File: src/rtl/z80_alu_with_flags_defines.svh
// assertion macros for the ALU pipeline
`ifndef Z80_ALU_WITH_FLAGS_DEFINES_SVH
`define Z80_ALU_WITH_FLAGS_DEFINES_SVH

// stalled output must hold its payload
`define Z80_ASSERT_HOLD(lbl, clk, rst, vld, rdy, dat) \
   lbl: assert property (@(posedge clk) disable iff (rst) \
      (vld && !rdy) |=> (vld && $stable(dat))) else $error("output changed while stalled");

// implication checked every edge
`define Z80_ASSERT_IMPLY(lbl, clk, rst, lhs, rhs) \
   lbl: assert property (@(posedge clk) disable iff (rst) (lhs) |-> (rhs)) \
      else $error("implication failed");

`endif

File: src/rtl/z80alu_pkg.sv
`default_nettype none
package z80alu_pkg;
   localparam logic [4:0] OP_ADD8 = 5'd0, OP_SUB8 = 5'd1, OP_INC8 = 5'd2, OP_DEC8 = 5'd3,
      OP_CP8 = 5'd4, OP_ADD16 = 5'd5, OP_SUB16 = 5'd6, OP_ADC16 = 5'd7, OP_SBC16 = 5'd8,
      OP_XOR = 5'd9, OP_OR = 5'd10, OP_AND = 5'd11, OP_DAA = 5'd12, OP_CPL = 5'd13,
      OP_SCF = 5'd14, OP_CCF = 5'd15, OP_BIT = 5'd16, OP_PAR = 5'd17, OP_IFF2 = 5'd18,
      OP_UNUSED = 5'd31;
   // first rotate code (RL) and first of the fast accumulator rotates (RLA)
   localparam logic [4:0] OP_RL = 5'd19, OP_RLA = 5'd27;
   localparam int FS = 7, FZ = 6, F5 = 5, FH = 4, F3 = 3, FPV = 2, FN = 1, FC = 0;

   typedef struct packed {
      logic [4:0]  op;
      logic [15:0] a;
      logic [15:0] b;
      logic [7:0]  fin;
      logic        cin;
      logic [7:0]  noise;
      logic        iff2;
   } req_type;

   // stage 2 view: raw adder outputs plus original request
   typedef struct packed {
      req_type     rq;
      logic [16:0] sum;    // a + b' + c, 17-bit
      logic [12:0] sum12;  // low 12 bit add for half carry
      logic [15:0] bx;     // effective second operand
      logic [15:0] rlog;   // logic/rotate/misc result
      logic [8:0]  daa_adj;
   } mid_type;

   typedef struct packed {
      logic [15:0] result;
      logic [7:0]  flags;
   } rsp_type;

   function automatic logic [7:0] sz53(input logic [7:0] v);
      sz53 = {v[7], (v == 8'h00), v[5], 1'b0, v[3], 3'b000};
   endfunction

   function automatic logic [7:0] sz53p(input logic [7:0] v);
      sz53p = sz53(v) | {5'b0, ~^v, 2'b00};
   endfunction
endpackage
`default_nettype wire

File: src/rtl/z80_alu_with_flags.sv
`default_nettype none
// channel | dir | tdata fields (lsb first)
// req     | in  | op[4:0] a[20:5] b[36:21] fin[44:37] cin[45] noise[53:46] iff2[54], pad 56
// rsp     | out | result[15:0] flags_out[23:16]
// Three register stages (input, mid, output); one request per cycle while rsp is not stalled.
// Each stage advances when it is empty or the stage after it moves.
// Reset clears the valid bits only; payload registers are not reset.
// A stalled rsp holds its data; nothing is dropped or repeated.
`include "z80_alu_with_flags_defines.svh"
module z80_alu_with_flags (
   input  wire         clock,
   input  wire         reset,
   input  wire         req_tvalid,
   output logic        req_tready,
   input  wire  [55:0] req_tdata,   // op, operand_a, operand_b, flags_in, cin, noise, iff2_in
   output logic        rsp_tvalid,
   input  wire         rsp_tready,
   output logic [23:0] rsp_tdata    // result, flags_out
);
   z80alu_pkg::req_type rq_ff, rq_in;
   z80alu_pkg::mid_type md_ff, md_in;
   z80alu_pkg::rsp_type rs_ff, rs_in;
   logic v1_ff, v2_ff, v3_ff;
   logic mv3, mv2, mv1;

   assign mv3 = !v3_ff || rsp_tready;
   assign mv2 = !v2_ff || mv3;
   assign mv1 = !v1_ff || mv2;
   assign req_tready = mv1;

   assign rq_in = '{op: req_tdata[4:0], a: req_tdata[20:5], b: req_tdata[36:21],
                    fin: req_tdata[44:37], cin: req_tdata[45], noise: req_tdata[53:46],
                    iff2: req_tdata[54]};

   z80alu_front u_front (.rq(rq_ff), .md(md_in));
   z80alu_back  u_back  (.md(md_ff), .rs(rs_in));

   always_ff @(posedge clock) begin
      if (reset) begin
         v1_ff <= 1'b0;
         v2_ff <= 1'b0;
         v3_ff <= 1'b0;
      end else begin
         if (mv1) v1_ff <= req_tvalid;
         if (mv2) v2_ff <= v1_ff;
         if (mv3) v3_ff <= v2_ff;
      end
      if (mv1) rq_ff <= rq_in;
      if (mv2) md_ff <= md_in;
      if (mv3) rs_ff <= rs_in;
   end

   assign rsp_tvalid = v3_ff;
   assign rsp_tdata = {rs_ff.flags, rs_ff.result};

   `Z80_ASSERT_HOLD(a_rsp_hold, clock, reset, rsp_tvalid, rsp_tready, rsp_tdata)
   `Z80_ASSERT_IMPLY(a_full_stall, clock, reset, v1_ff && v2_ff && v3_ff && !rsp_tready, !req_tready)
   `Z80_ASSERT_IMPLY(a_mid_moves, clock, reset, v2_ff && mv3, mv2)
endmodule
`default_nettype wire

File: src/rtl/z80alu_front.sv
`default_nettype none
// stage 1: operand selection, adders and the simple result paths
module z80alu_front (
   input  wire z80alu_pkg::req_type rq,
   output z80alu_pkg::mid_type      md
);
   logic [15:0] a16, b16, bx;
   logic [7:0]  a, b, r8;
   logic        c, left, co, inb;
   logic [2:0]  kind;
   logic [4:0]  k;
   logic [8:0]  adj;

   always_comb begin
      a16 = rq.a;
      b16 = rq.b;
      a = rq.a[7:0];
      b = rq.b[7:0];
      c = 1'b0;
      bx = b16;
      case (rq.op)
         z80alu_pkg::OP_ADD8:  begin bx = {8'h00, b}; c = rq.cin; end
         z80alu_pkg::OP_SUB8:  begin bx = {8'h00, ~b}; c = ~rq.cin; end
         z80alu_pkg::OP_INC8:  begin bx = 16'h0001; end
         z80alu_pkg::OP_DEC8:  begin bx = 16'h00ff; end
         z80alu_pkg::OP_CP8:   begin bx = {8'h00, ~b}; c = 1'b1; end
         z80alu_pkg::OP_ADD16: begin bx = b16; end
         z80alu_pkg::OP_SUB16: begin bx = ~b16; c = 1'b1; end
         z80alu_pkg::OP_ADC16: begin bx = b16; c = rq.cin; end
         z80alu_pkg::OP_SBC16: begin bx = ~b16; c = ~rq.cin; end
         default:              begin bx = b16; end
      endcase
      if (rq.op == z80alu_pkg::OP_ADD8 || rq.op == z80alu_pkg::OP_SUB8 ||
          rq.op == z80alu_pkg::OP_INC8 || rq.op == z80alu_pkg::OP_DEC8 ||
          rq.op == z80alu_pkg::OP_CP8)
         a16 = {8'h00, a};
      md.rq = rq;
      md.bx = bx;
      md.sum = {1'b0, a16} + {1'b0, bx} + {16'h0000, c};
      md.sum12 = {1'b0, a16[11:0]} + {1'b0, bx[11:0]} + {12'h000, c};
      // DAA adjustment
      adj = 9'h000;
      if (a[3:0] > 4'h9 || rq.fin[z80alu_pkg::FH]) adj[3:0] = 4'h6;
      if (a > 8'h99 || rq.fin[z80alu_pkg::FC]) adj[7:4] = 4'h6;
      adj[8] = (a > 8'h99);
      md.daa_adj = adj;
      // rotates/shifts
      k = rq.op - z80alu_pkg::OP_RL;
      kind = k[3:1];
      left = rq.op[0];
      co = left ? a[7] : a[0];
      case (kind)
         3'd0:    inb = rq.cin;
         3'd2:    inb = left ? 1'b0 : a[7];
         3'd3:    inb = left;
         3'd4:    inb = rq.fin[z80alu_pkg::FC];
         default: inb = co;
      endcase
      r8 = left ? {a[6:0], inb} : {inb, a[7:1]};
      case (rq.op)
         z80alu_pkg::OP_XOR: md.rlog = {8'h00, a ^ b};
         z80alu_pkg::OP_OR:  md.rlog = {8'h00, a | b};
         z80alu_pkg::OP_AND: md.rlog = {8'h00, a & b};
         z80alu_pkg::OP_CPL: md.rlog = {8'h00, ~a};
         default:            md.rlog = {7'h00, co, r8};
      endcase
   end
endmodule
`default_nettype wire

File: src/rtl/z80alu_back.sv
`default_nettype none
// stage 2: result selection and flag assembly
module z80alu_back (
   input  wire z80alu_pkg::mid_type md,
   output z80alu_pkg::rsp_type      rs
);
   logic [7:0]  a, b, fin, r8, f, ab;
   logic [15:0] r16, a16, bx;
   logic        hc8;
   logic [7:0]  dr;

   always_comb begin
      a16 = md.rq.a;
      a = md.rq.a[7:0];
      b = md.rq.b[7:0];
      fin = md.rq.fin;
      bx = md.bx;
      r16 = md.sum[15:0];
      r8 = md.sum[7:0];
      hc8 = md.sum12[4] ^ a[4] ^ bx[4];
      ab = a & b;
      dr = fin[z80alu_pkg::FN] ? a - md.daa_adj[7:0] : a + md.daa_adj[7:0];
      rs.result = 16'h0000;
      f = fin;
      case (md.rq.op)
         z80alu_pkg::OP_ADD8, z80alu_pkg::OP_SUB8, z80alu_pkg::OP_CP8: begin
            f = z80alu_pkg::sz53(r8);
            f[z80alu_pkg::FC] = md.sum[8];
            f[z80alu_pkg::FH] = hc8;
            f[z80alu_pkg::FPV] = (a[7] ^ r8[7]) & (bx[7] ^ r8[7]);
            if (md.rq.op != z80alu_pkg::OP_ADD8) begin
               f[z80alu_pkg::FN] = 1'b1;
               f[z80alu_pkg::FC] = ~f[z80alu_pkg::FC];
               f[z80alu_pkg::FH] = ~f[z80alu_pkg::FH];
            end
            if (md.rq.op == z80alu_pkg::OP_CP8) begin
               f[z80alu_pkg::F5] = b[5];
               f[z80alu_pkg::F3] = b[3];
               rs.result = {8'h00, a};
            end else
               rs.result = {8'h00, r8};
         end
         z80alu_pkg::OP_INC8, z80alu_pkg::OP_DEC8: begin
            rs.result = {8'h00, r8};
            f = z80alu_pkg::sz53(r8);
            f[z80alu_pkg::FH] = r8[4] ^ a[4];
            f[z80alu_pkg::FC] = fin[z80alu_pkg::FC];
            if (md.rq.op == z80alu_pkg::OP_INC8)
               f[z80alu_pkg::FPV] = (r8 == 8'h80);
            else begin
               f[z80alu_pkg::FPV] = (r8 == 8'h7f);
               f[z80alu_pkg::FN] = 1'b1;
            end
         end
         z80alu_pkg::OP_ADD16, z80alu_pkg::OP_SUB16,
         z80alu_pkg::OP_ADC16, z80alu_pkg::OP_SBC16: begin
            rs.result = r16;
            f = {r16[15], (r16 == 16'h0000), r16[13], md.sum12[12], r16[11],
                 (a16[15] ^ r16[15]) & (bx[15] ^ r16[15]), 1'b0, md.sum[16]};
            if (md.rq.op == z80alu_pkg::OP_SUB16 || md.rq.op == z80alu_pkg::OP_SBC16) begin
               f[z80alu_pkg::FN] = 1'b1;
               f[z80alu_pkg::FC] = ~f[z80alu_pkg::FC];
               f[z80alu_pkg::FH] = ~f[z80alu_pkg::FH];
            end
            if (md.rq.op == z80alu_pkg::OP_ADD16 || md.rq.op == z80alu_pkg::OP_SUB16) begin
               f[z80alu_pkg::FS] = fin[z80alu_pkg::FS];
               f[z80alu_pkg::FZ] = fin[z80alu_pkg::FZ];
               f[z80alu_pkg::FPV] = fin[z80alu_pkg::FPV];
            end
         end
         z80alu_pkg::OP_XOR, z80alu_pkg::OP_OR, z80alu_pkg::OP_AND: begin
            rs.result = md.rlog;
            f = z80alu_pkg::sz53p(md.rlog[7:0]);
            f[z80alu_pkg::FH] = (md.rq.op == z80alu_pkg::OP_AND);
         end
         z80alu_pkg::OP_DAA: begin
            rs.result = {8'h00, dr};
            f = z80alu_pkg::sz53p(dr);
            f[z80alu_pkg::FH] = a[4] ^ dr[4];
            f[z80alu_pkg::FN] = fin[z80alu_pkg::FN];
            f[z80alu_pkg::FC] = md.daa_adj[8] | fin[z80alu_pkg::FC];
         end
         z80alu_pkg::OP_CPL: begin
            rs.result = md.rlog;
            f = {fin[7:6], md.rlog[5], 1'b1, md.rlog[3], fin[2], 1'b1, fin[0]};
         end
         z80alu_pkg::OP_SCF: begin
            rs.result = {8'h00, a};
            f = {fin[7:6], a[5], 1'b0, a[3], fin[2], 1'b0, 1'b1};
         end
         z80alu_pkg::OP_CCF: begin
            rs.result = {8'h00, a};
            f = {fin[7:6], a[5], fin[0], a[3], fin[2], 1'b0, ~fin[0]};
         end
         z80alu_pkg::OP_BIT:
            f = {ab[7], (ab == 8'h00), md.rq.noise[5], 1'b1, md.rq.noise[3],
                 (ab == 8'h00), 1'b0, fin[0]};
         z80alu_pkg::OP_PAR: f = z80alu_pkg::sz53p(a);
         z80alu_pkg::OP_IFF2: begin
            f = z80alu_pkg::sz53(a);
            f[z80alu_pkg::FPV] = md.rq.iff2;
            f[z80alu_pkg::FC] = fin[z80alu_pkg::FC];
         end
         z80alu_pkg::OP_UNUSED: f = fin;
         default: begin
            rs.result = {8'h00, md.rlog[7:0]};
            f = z80alu_pkg::sz53p(md.rlog[7:0]);
            f[z80alu_pkg::FC] = md.rlog[8];
            if (md.rq.op >= z80alu_pkg::OP_RLA) begin
               f[z80alu_pkg::FS] = fin[z80alu_pkg::FS];
               f[z80alu_pkg::FZ] = fin[z80alu_pkg::FZ];
               f[z80alu_pkg::FPV] = fin[z80alu_pkg::FPV];
            end
         end
      endcase
      rs.flags = f;
   end
endmodule
`default_nettype wire

File: config.mk
export PLATFORM = sky130hd
export DESIGN_NAME = z80_alu_with_flags
export DESIGN_NICKNAME = d
export VERILOG_FILES = /design/src/rtl/z80alu_pkg.sv /design/src/rtl/z80_alu_with_flags.sv /design/src/rtl/z80alu_front.sv /design/src/rtl/z80alu_back.sv
export VERILOG_INCLUDE_DIRS = /design/src /design/src/rtl
export SDC_FILE = /design/constraint.sdc
export NUM_CORES = 1
export LEC_CHECK = 0
export ABC_AREA = 1
export BUFFER_PORTS_ARGS = -buffer_cell sky130_fd_sc_hd__buf_4
export CAP_MARGIN = 20
export CELL_PAD_IN_SITES_DETAIL_PLACEMENT = 0
export CELL_PAD_IN_SITES_GLOBAL_PLACEMENT = 2
export CORE_MARGIN = 8
export CORE_UTILIZATION = 34
export DETAILED_ROUTE_END_ITERATION = 12
export MAX_ROUTING_LAYER = met4
export PLACE_DENSITY_LB_ADDON = 0.1
export SYNTH_ARGS = -nofsm -noshare
export SYNTH_HDL_FRONTEND = slang
export SYNTH_SLANG_ARGS = --single-unit
export TNS_END_PERCENT = 100
File: constraint.sdc
create_clock -name clock -period 4.41 [get_ports clock]
set_input_delay 0.2205 -clock clock [delete_from_list [all_inputs] [get_ports clock]]
set_output_delay 0.2205 -clock clock [all_outputs]
set_load 0.02 [all_outputs]
======== Yosys cells after proc, flatten, opt, wreduce, memory -nomap -nowiden ========
Cells that the tools add are included.
word-level totals
  output and inout port bits .............. 26
  flip-flop bits (word level) ............. 195
  input bits .............................. 60
  memories ................................ 0
  RAM bits ................................ 0
  memory bits (read-only) ................. 0
  bits in latches ......................... 0
  logic and storage cells ................. 160
cells by class
  bitwise operators ....................... 27
  shifts and indexed selects .............. 0
  $add $sub $neg .......................... 7
  multipliers ............................. 0
  muxes and demuxes ....................... 26
  magnitude comparators ................... 3
  equal/unequal tests ..................... 35
  divide/modulo/power cells ............... 0
  reduce and logical (&&, ||, !) cells .... 39
operator list
  operator              count
  $pmux W16 S7          1
  $pmux W8 S12          1
  $pmux W16 S5          1
  $eq A5 B4 Y1 const B  13
  $logic_not A8 Y1      5
  $pmux W9 S4           1
  $eq A5 B3 Y1 const B  7
  $mux W8               3
  $or A8 B3 Y8          3
  $reduce_xnor A8 Y1    3
  $eq A5 B2 Y1 const B  4
  $eq A5 B5 Y1 const B  4
  $add A16 B16 Y17      1
  $add A17 B1 Y17       1
  $and A8 B8 Y8         2
  $logic_not A16 Y1     1
  $mux W16              1
  $not A16 Y16          1
  $not A8 Y8            2
  $reduce_or A2 Y1      7
  $add A12 B12 Y13      1
  $add A13 B1 Y13       1
  $reduce_or A4 Y1      3
  $logic_or A1 B1 Y1    11
  27 further kinds      59

======== Logic depth before layout (Yosys ltp) ========
Gate-level depths: netlist (run 1).
  depth in word-level cells ............... 8
  mapped depth ............................ 21
  gate-level depth less buffers ........... 20

======== Hierarchy ========
A second synthesis (run 1) with hierarchy kept.
unflattened totals
  cells, all modules ...................... 1130
  area, all modules ....................... 11308.3 um2
modules (own cells, without submodules)
  module              area an instance (um2)  times used  seq. area each (um2)  cells an instance
  z80_alu_with_flags  6267.3                  1           6216.0                218
  z80alu_front        2698.8                  1           0.0                   460
  z80alu_back         2342.2                  1           0.0                   452

======== Worst setup path after synthesis (run 1) ========
OpenSTA, ideal clock, no wires.
  kind .................................... flip-flop to flip-flop
  start point ............................. register rq_ff[50] (netlist bit)
  end point ............................... register md_ff[66] (netlist bit) (data pin)
  stages on the path, launching flop included .. 21
  period minus slack after synthesis ...... 3.173 ns
  data required time ...................... 4.151 ns
  arrival ................................. 2.914 ns
  buffers on the path ..................... 1
  setup time .............................. 0.259 ns
  slack ................................... 1.237 ns
  path through ............................ edfxtp_1 clkbuf_1 inv_1 ha_1 inv_1 nor2_1 nand2_1 nand2_2 nor2_4 inv_1 a21oi_1 o21ai_0 fa_1 inv_1 fa_1 inv_1 nand3_1 nand2_1 nand3_1 nand2_1 xor2_1
RTL lines
  item                    RTL line                  source
  start, declared         z80_alu_with_flags.sv:20  z80alu_pkg::req_type rq_ff, rq_in;
  start signal, assigned  z80_alu_with_flags.sv:48  if (mv1) rq_ff <= rq_in;
  end signal, assigned    z80_alu_with_flags.sv:49  if (mv2) md_ff <= md_in;
  end, declared           z80_alu_with_flags.sv:21  z80alu_pkg::mid_type md_ff, md_in;

==> impl_metrics.yaml, run 1 <==
status:
  status: "complete, no violations"
synth:
  synth_common_cells: "nand2_1 (233), inv_1 (140), edfxtp_1 (139), nor2_1 (97), nand3_1 (74)"
  syn-num-nets: 1074
  yosys.area.top_type: "edfxtp_1"
  ys_seq_elements: 142
  synthCells: 956
  post-synth-top-count-cell: "nand2_1"
  yosysSeqAreaShare: 0.5054
  synth_cell_type_count: 37
  synth_edf_count: 139
  yosys_most_used_dff: "edfxtp_1"
  ys_warn_count: 0
  syn_area_mm2: 0.008378
  synth_top_area_share: 0.4982
  syn-mean-instance-area_um2: 8.764
  synthArstFlopShare: 0
  synth_area_leaders: "edfxtp_1 (50%), nand2_1 (10%), ha_1 (8.4%)"
finish:
  area_delta_synth_final_pct: 25.37
  num_antenna_cells: 0
  nets: 1222
  final_layout_size_suffix_gt1_frac: 0.1253
  nFillCells: 2465
place:
  hpwl_um: 19070
  gp_congestion: 0.8704
  dpl_worst_slack_ns: 0.7478
  port_buffers: 78
setup_path:
  required_ns: 4.60
  setup.worst_path.start_class: "register"
  worstSetupPathType: "register to register"
  r2r-start: "rq_ff[50]"
  r2r_cells: 18
  critical_path_buf_inv_count: 4
  critPathSlowestCell: "fa_1"
  path_delay_family: "simple AND/OR/NAND/NOR gates"
  end_kind: "register"
  rrSetupSlack_ns: 0.78
  r2r-end: "md_ff[70]"
  critPathMostFrequentCell: "nand2_1"
  cp_cell_sequence: "buf_4, inv_1, ha_1, inv_1, nor2_1, nand2_1, nand2_2, nor2_4, a21oi_4, o21ai_0, fa_1, inv_1, fa_1, nor3_1, o21ai_0, nand2_1, nand2_1, nand2_1"
  arrival_ns: 3.82
  slowest_delay_ns: 0.43
  crit_fanout: 20
global_route:
  grt_max_degree: 46
  grt_pass1_vias: 6966
  grt.total_usage: 0.1720
  grt_first_pass_wirelength_um: 38980
  antenna_found_initial: 0
  grt_overflow: 0
timing:
  maxSlewHeadroom: 0.3204
  post-route-min-period_ns: 3.630
  tns_ns: 0
  skew_ns: 0.01389
  fmax_mhz: 275.5
  grt_setup_unrepaired: "false"
  finalSetupViolCount: 0
  hold_viol: 0
  finalWorstSetupSlack_ns: 0.7805
  tightest_slew_ns: 1.019
  slew_viol_final: 0
  finalCritPeriodShare: 0.8230
routing:
  first_iter_violations: 397
  wl_um: 24670
  ant_nets: 0
  num_vias: 6851
  drt-wirelength-per-cell_um: 17.12
  drt-vias-per-instance: 4.754
  drc_errors: 0
  firstDrtPassIters: 5
floorplan:
  die_x_um: 173.0
  rows: 57
  dieArea_mm2: 0.02992
  ios: 86
  start_util: 0.3455
  die_h_um: 173.0
  core-area_mm2: 0.02425
power:
  p_leak_uw: 0.005013
  vdd_drop_max_mv: 0.1944
  total_power_uw: 4168
  p_per_area_mw_per_mm2: 396.8
min_path:
  min_path_type: "primary input to register"
  hp-start: "req_tvalid"
  whs_path_depth: 3
  worstHoldEndpoint: "v1_ff"
clocking:
  htree_num_levels: 4
  insertion_delay_ns: 0.43
  cts_num_sinks: 142
  cts_tree: "done"
  cts_buffers: 17
  clockBufferDepth: 2
  clkTransAtPathRegs_ns: 0.07
  cts_root_buffer: "clkbuf_16"
run:
  drv_cap: 0
==> cell usage in the layout, fill, tap and decap left out, types with 2 or more instances in the layout <==
cell / count
a21oi_1: 55
a221oi_1: 7
a22oi_1: 3
buf_4: 84
bufinv_16: 2
clkbuf_16: 17
dfxtp_1: 3
dlygate4sd3_1: 50
edfxtp_1: 139
fa_1: 2
ha_1: 56
inv_1: 139
inv_2: 8
inv_6: 6
inv_8: 4
nand2_1: 232
nand2_2: 4
nand3_1: 74
nand3_2: 2
nand3b_1: 6
nand4_1: 15
nor2_1: 97
nor2_2: 2
nor3_1: 5
o211ai_1: 8
o21a_1: 2
o21ai_0: 60
o31ai_1: 2
or2_2: 5
xnor2_1: 4
xor2_1: 12
==> cells by family (layout without fill, tap and decap cells) <==
logic type                 count (synthesis)  in the layout  synth area share
AOI/OAI and AO/OA                        143            143           0.09633
xor gates and xnor gates                  16             16           0.01673
adders and majority gates                 58             58           0.08841
DFF                                      142            142            0.5054
and+or+nand+nor                          445            445            0.2243
buffers and inverters                    152            313           0.06885
==> worst max-delay path by stage <==
stage | from | end | slack (ns) | depth (start not counted)
after floorplan | rq_ff[50] | md_ff[66] | 1.24 | 20
after global placement | rq_ff[50] | md_ff[70] | 0.77 | 18
after detailed placement | rq_ff[50] | md_ff[70] | 0.75 | 18
after CTS | rq_ff[50] | md_ff[70] | 0.75 | 18
after global routing | rq_ff[50] | md_ff[70] | 0.36 | 18
final | rq_ff[50] | md_ff[70] | 0.78 | 18
==> sequential cells by signal (all words and copies together), names as in the netlist <==
name	cells
md_ff	66
v2_ff	1
v1_ff	1
rq_ff	49
rsp_tdata	24
rsp_tvalid	1
==> final cells by class <==
cell class | count | area (um2) | area share
sequential | 142 | 4234 | 0.4031
tap | 324 | 405.4 | 0.03859
clock inverter | 15 | 186.4 | 0.01775
timing repair buffer | 134 | 1131 | 0.1077
clock buffer | 17 | 425.4 | 0.04050
inverter | 147 | 551.8 | 0.05253
multi-input combinational | 662 | 3570 | 0.3398
==> metrics by stage <==
stage	instances	hold WS [ns]	util	cell area [um2]
finish	1441	0.04179	0.4332	10500
global route	1441	0.03046	0.4332	10500
CTS	1441	0.02245	0.4332	10500
detailed placement	1359	0.3990	0.3873	9392
global placement	1359	0.3989	0.3873	9392
floorplan	956	0.2896	-	8378
==> report_power, final <==
| part | leakage (uW) | internal, uW | switching [uW] | total (uW) |
|---|---|---|---|---|
| Sequential | 0.00152 | 1660 | 118 | 1780 |
| Combinational | 0.00319 | 340 | 512 | 853 |
| Clock | 0.000302 | 864 | 669 | 1530 |
| Total | 0.00501 | 2870 | 1300 | 4170 |
==> worst register-to-register path, delay by kind of cell (launching register included) <==
kind,cells,cell delay (ns)
flops,1,0.35
fa+ha+maj,3,0.84
simple gates,8,0.98
buf+inv,4,0.56
compound gates,3,0.65
==> routing by layer <==
metal,GRT usage,up-vias,part of all wire
li1,-,3527,-
met1,0.2133,3182,0.47
met2,0.2856,123,0.49
met3,0.02636,19,0.025
met4,0.05318,0,0.015
met5,-,-,0
==> what timing repair did <==
| item | 4_1_cts | 5_1_grt |
|---|---|---|
| endpoints found under the hold margin | 52 | 0 |
| buffers inserted | 0 | 0 |
| hold buffers | 50 | 0 |
| gates resized for setup | 0 | 0 |
Note: power is estimated with default switching activity, not from simulation.
==> inputs of run 2 (changes only) <==
==> constraint.sdc (replaced) <==
create_clock -name clock -period 3.6 [get_ports clock]
set_input_delay 0.18 -clock clock [delete_from_list [all_inputs] [get_ports clock]]
set_output_delay 0.18 -clock clock [all_outputs]
set_load 0.02 [all_outputs]
==> run 2 against run 1 <==
Hold slack improved by 0.34 ns. Sequential share of layout area fell by 0.29 points. Worst setup slack got worse by 0.45 ns. Non-clock buffer count rose by 12. Design area rose by 0.71%. Sequential power rose by 23%. Final cell count rose by 0.76%.
==> impl_metrics.yaml, run 2 (synthesis results as in run 1) <==
floorplan:
  dieArea_mm2: 0.02992
  rows: 57
  die_x_um: 173.0
  ios: 86
  start_util: 0.3455
  die_h_um: 173.0
  core-area_mm2: 0.02425
routing:
  drt-wirelength-per-cell_um: 16.83
  route.met2.wl_um: 11870
  drt-met1-wl_um: 11370
  ant_nets: 0
  num_vias: 6813
  firstDrtPassIters: 5
  first_iter_violations: 377
  route.met3.wl_um: 740
  top_layer_used: "met4"
  wl_um: 24440
  drt-vias-per-instance: 4.692
  drc_errors: 0
timing:
  finalCritPeriodShare: 0.9072
  slew_viol_final: 0
  fmax_mhz: 306.2
  maxSlewHeadroom: 0.3953
  post-route-min-period_ns: 3.266
  hold_viol: 0
  tns_ns: 0
  tightest_slew_ns: 0.9071
  finalSetupViolCount: 0
  skew_ns: 0.01860
finish:
  nets: 1234
  largest_register: "md_ff"
  final_layout_size_suffix_gt1_frac: 0.1356
  final_common_cell: "nand2_1"
  area_delta_synth_final_pct: 26.27
  largest_register_ffs: 66
  layout.cells.most_common_list: "nand2_1 (232), edfxtp_1 (139), inv_1 (138), nor2_1 (97), buf_4 (94)"
  finalNonFillerCells: 1452
  num_antenna_cells: 0
status:
  status: "complete, no violations"
run:
  drv_cap: 0
place:
  port_buffers: 78
  dp.cells: 1367
  gp_congestion: 0.8561
  hpwl_um: 19100
global_route:
  grt_pass1_vias: 7118
  grt_max_degree: 68
  antenna_found_initial: 0
  grt_overflow: 0
  grt_first_pass_wirelength_um: 38940
  grt.total_usage: 0.1712
clocking:
  insertion_delay_ns: 0.43
  cts_num_sinks: 142
  htree_num_levels: 4
  cts_buffers: 17
  clkTransAtPathRegs_ns: 0.07
  cts_root_buffer: "clkbuf_16"
  clockBufferDepth: 2
  cts_tree: "done"
setup_path:
  arrival_ns: 3.44
  setup.worst_path.start_class: "register"
  crit_fanout: 10
  end_kind: "register"
  required_ns: 3.77
  worstSetupPathType: "register to register"
power:
  p_leak_uw: 0.005052
  vdd_drop_max_mv: 0.2596
  p_per_area_mw_per_mm2: 472.8
min_path:
  min_path_type: "primary input to register"
run 2: through the flow:
stage	cell area [um2]	utilization	setup WS [ns]	hold slack (ns)	power, uW
6_report	10580	0.4363	0.3342	0.3768	5002
5_1_grt	10580	0.4363	-0.01799	0.4217	5281
4_1_cts	10550	0.4351	0.2135	0.3695	5063
3_5_place_dp	9464	0.3903	0.2260	0.3593	3242
3_3_place_gp	9464	0.3903	0.2676	0.3581	3240
2_1_floorplan	8378	-	0.4274	0.2491	2839
run 2: report_power, final:
group / internal [uW] / leakage, uW / switching [uW]
logic: 428 / 0.00326 / 630
registers: 2040 / 0.00152 / 147
clock network: 975 / 0.000270 / 784
total: 3440 / 0.00505 / 1560
run 2: repair_timing:
item                                   4_1_cts  5_1_grt
setup buffers                                0        3
setup endpoints to repair                    0        6
hold buffers                                51        0
gates resized for setup                      0        4
endpoints found under the hold margin       52        0
run 2: area by class of cell:
cell class / count / area (um2)
Fill cell: 2441 / 13670
Sequential cell: 142 / 4234
Multi-Input combinational cell: 662 / 3575
Timing Repair Buffer: 146 / 1236
Inverter: 147 / 551.8
Clock buffer: 17 / 425.4
Tap cell: 324 / 405.4
Clock inverter: 14 / 151.4
run 2: path summary, 6_finish.rpt:
kind         depth (start not counted)          to  startpoint  slack (ns)
max                                 19   md_ff[66]   rq_ff[51]        0.33
min                                  5  rsp_tvalid  rsp_tready        0.38
max reg2reg                         19   md_ff[66]   rq_ff[51]        0.33
min reg2reg                          0   md_ff[83]   rq_ff[12]        0.42
run 2: worst max-delay path, cell delays in order, from the launching register on:
cell      delay [ns]
edfxtp_1        0.45
inv_1           0.09
ha_1            0.18
nand2_1         0.09
inv_2           0.10
nand2_1         0.14
nand2_1         0.11
nor2_4          0.18
inv_2           0.10
a21oi_1         0.12
o21ai_0         0.13
fa_1            0.43
inv_1           0.08
fa_1            0.23
inv_1           0.07
nand3_1         0.06
nand2_1         0.10
nand3_1         0.09
nand2_1         0.10
xor2_1          0.15
run 2: metal layers:
metal  up-vias  global-route usage
li1       3544                   -
met1      3129              0.2124
met2       119              0.2833
met3        21             0.02810
met4         0             0.05210
met5         -                   -
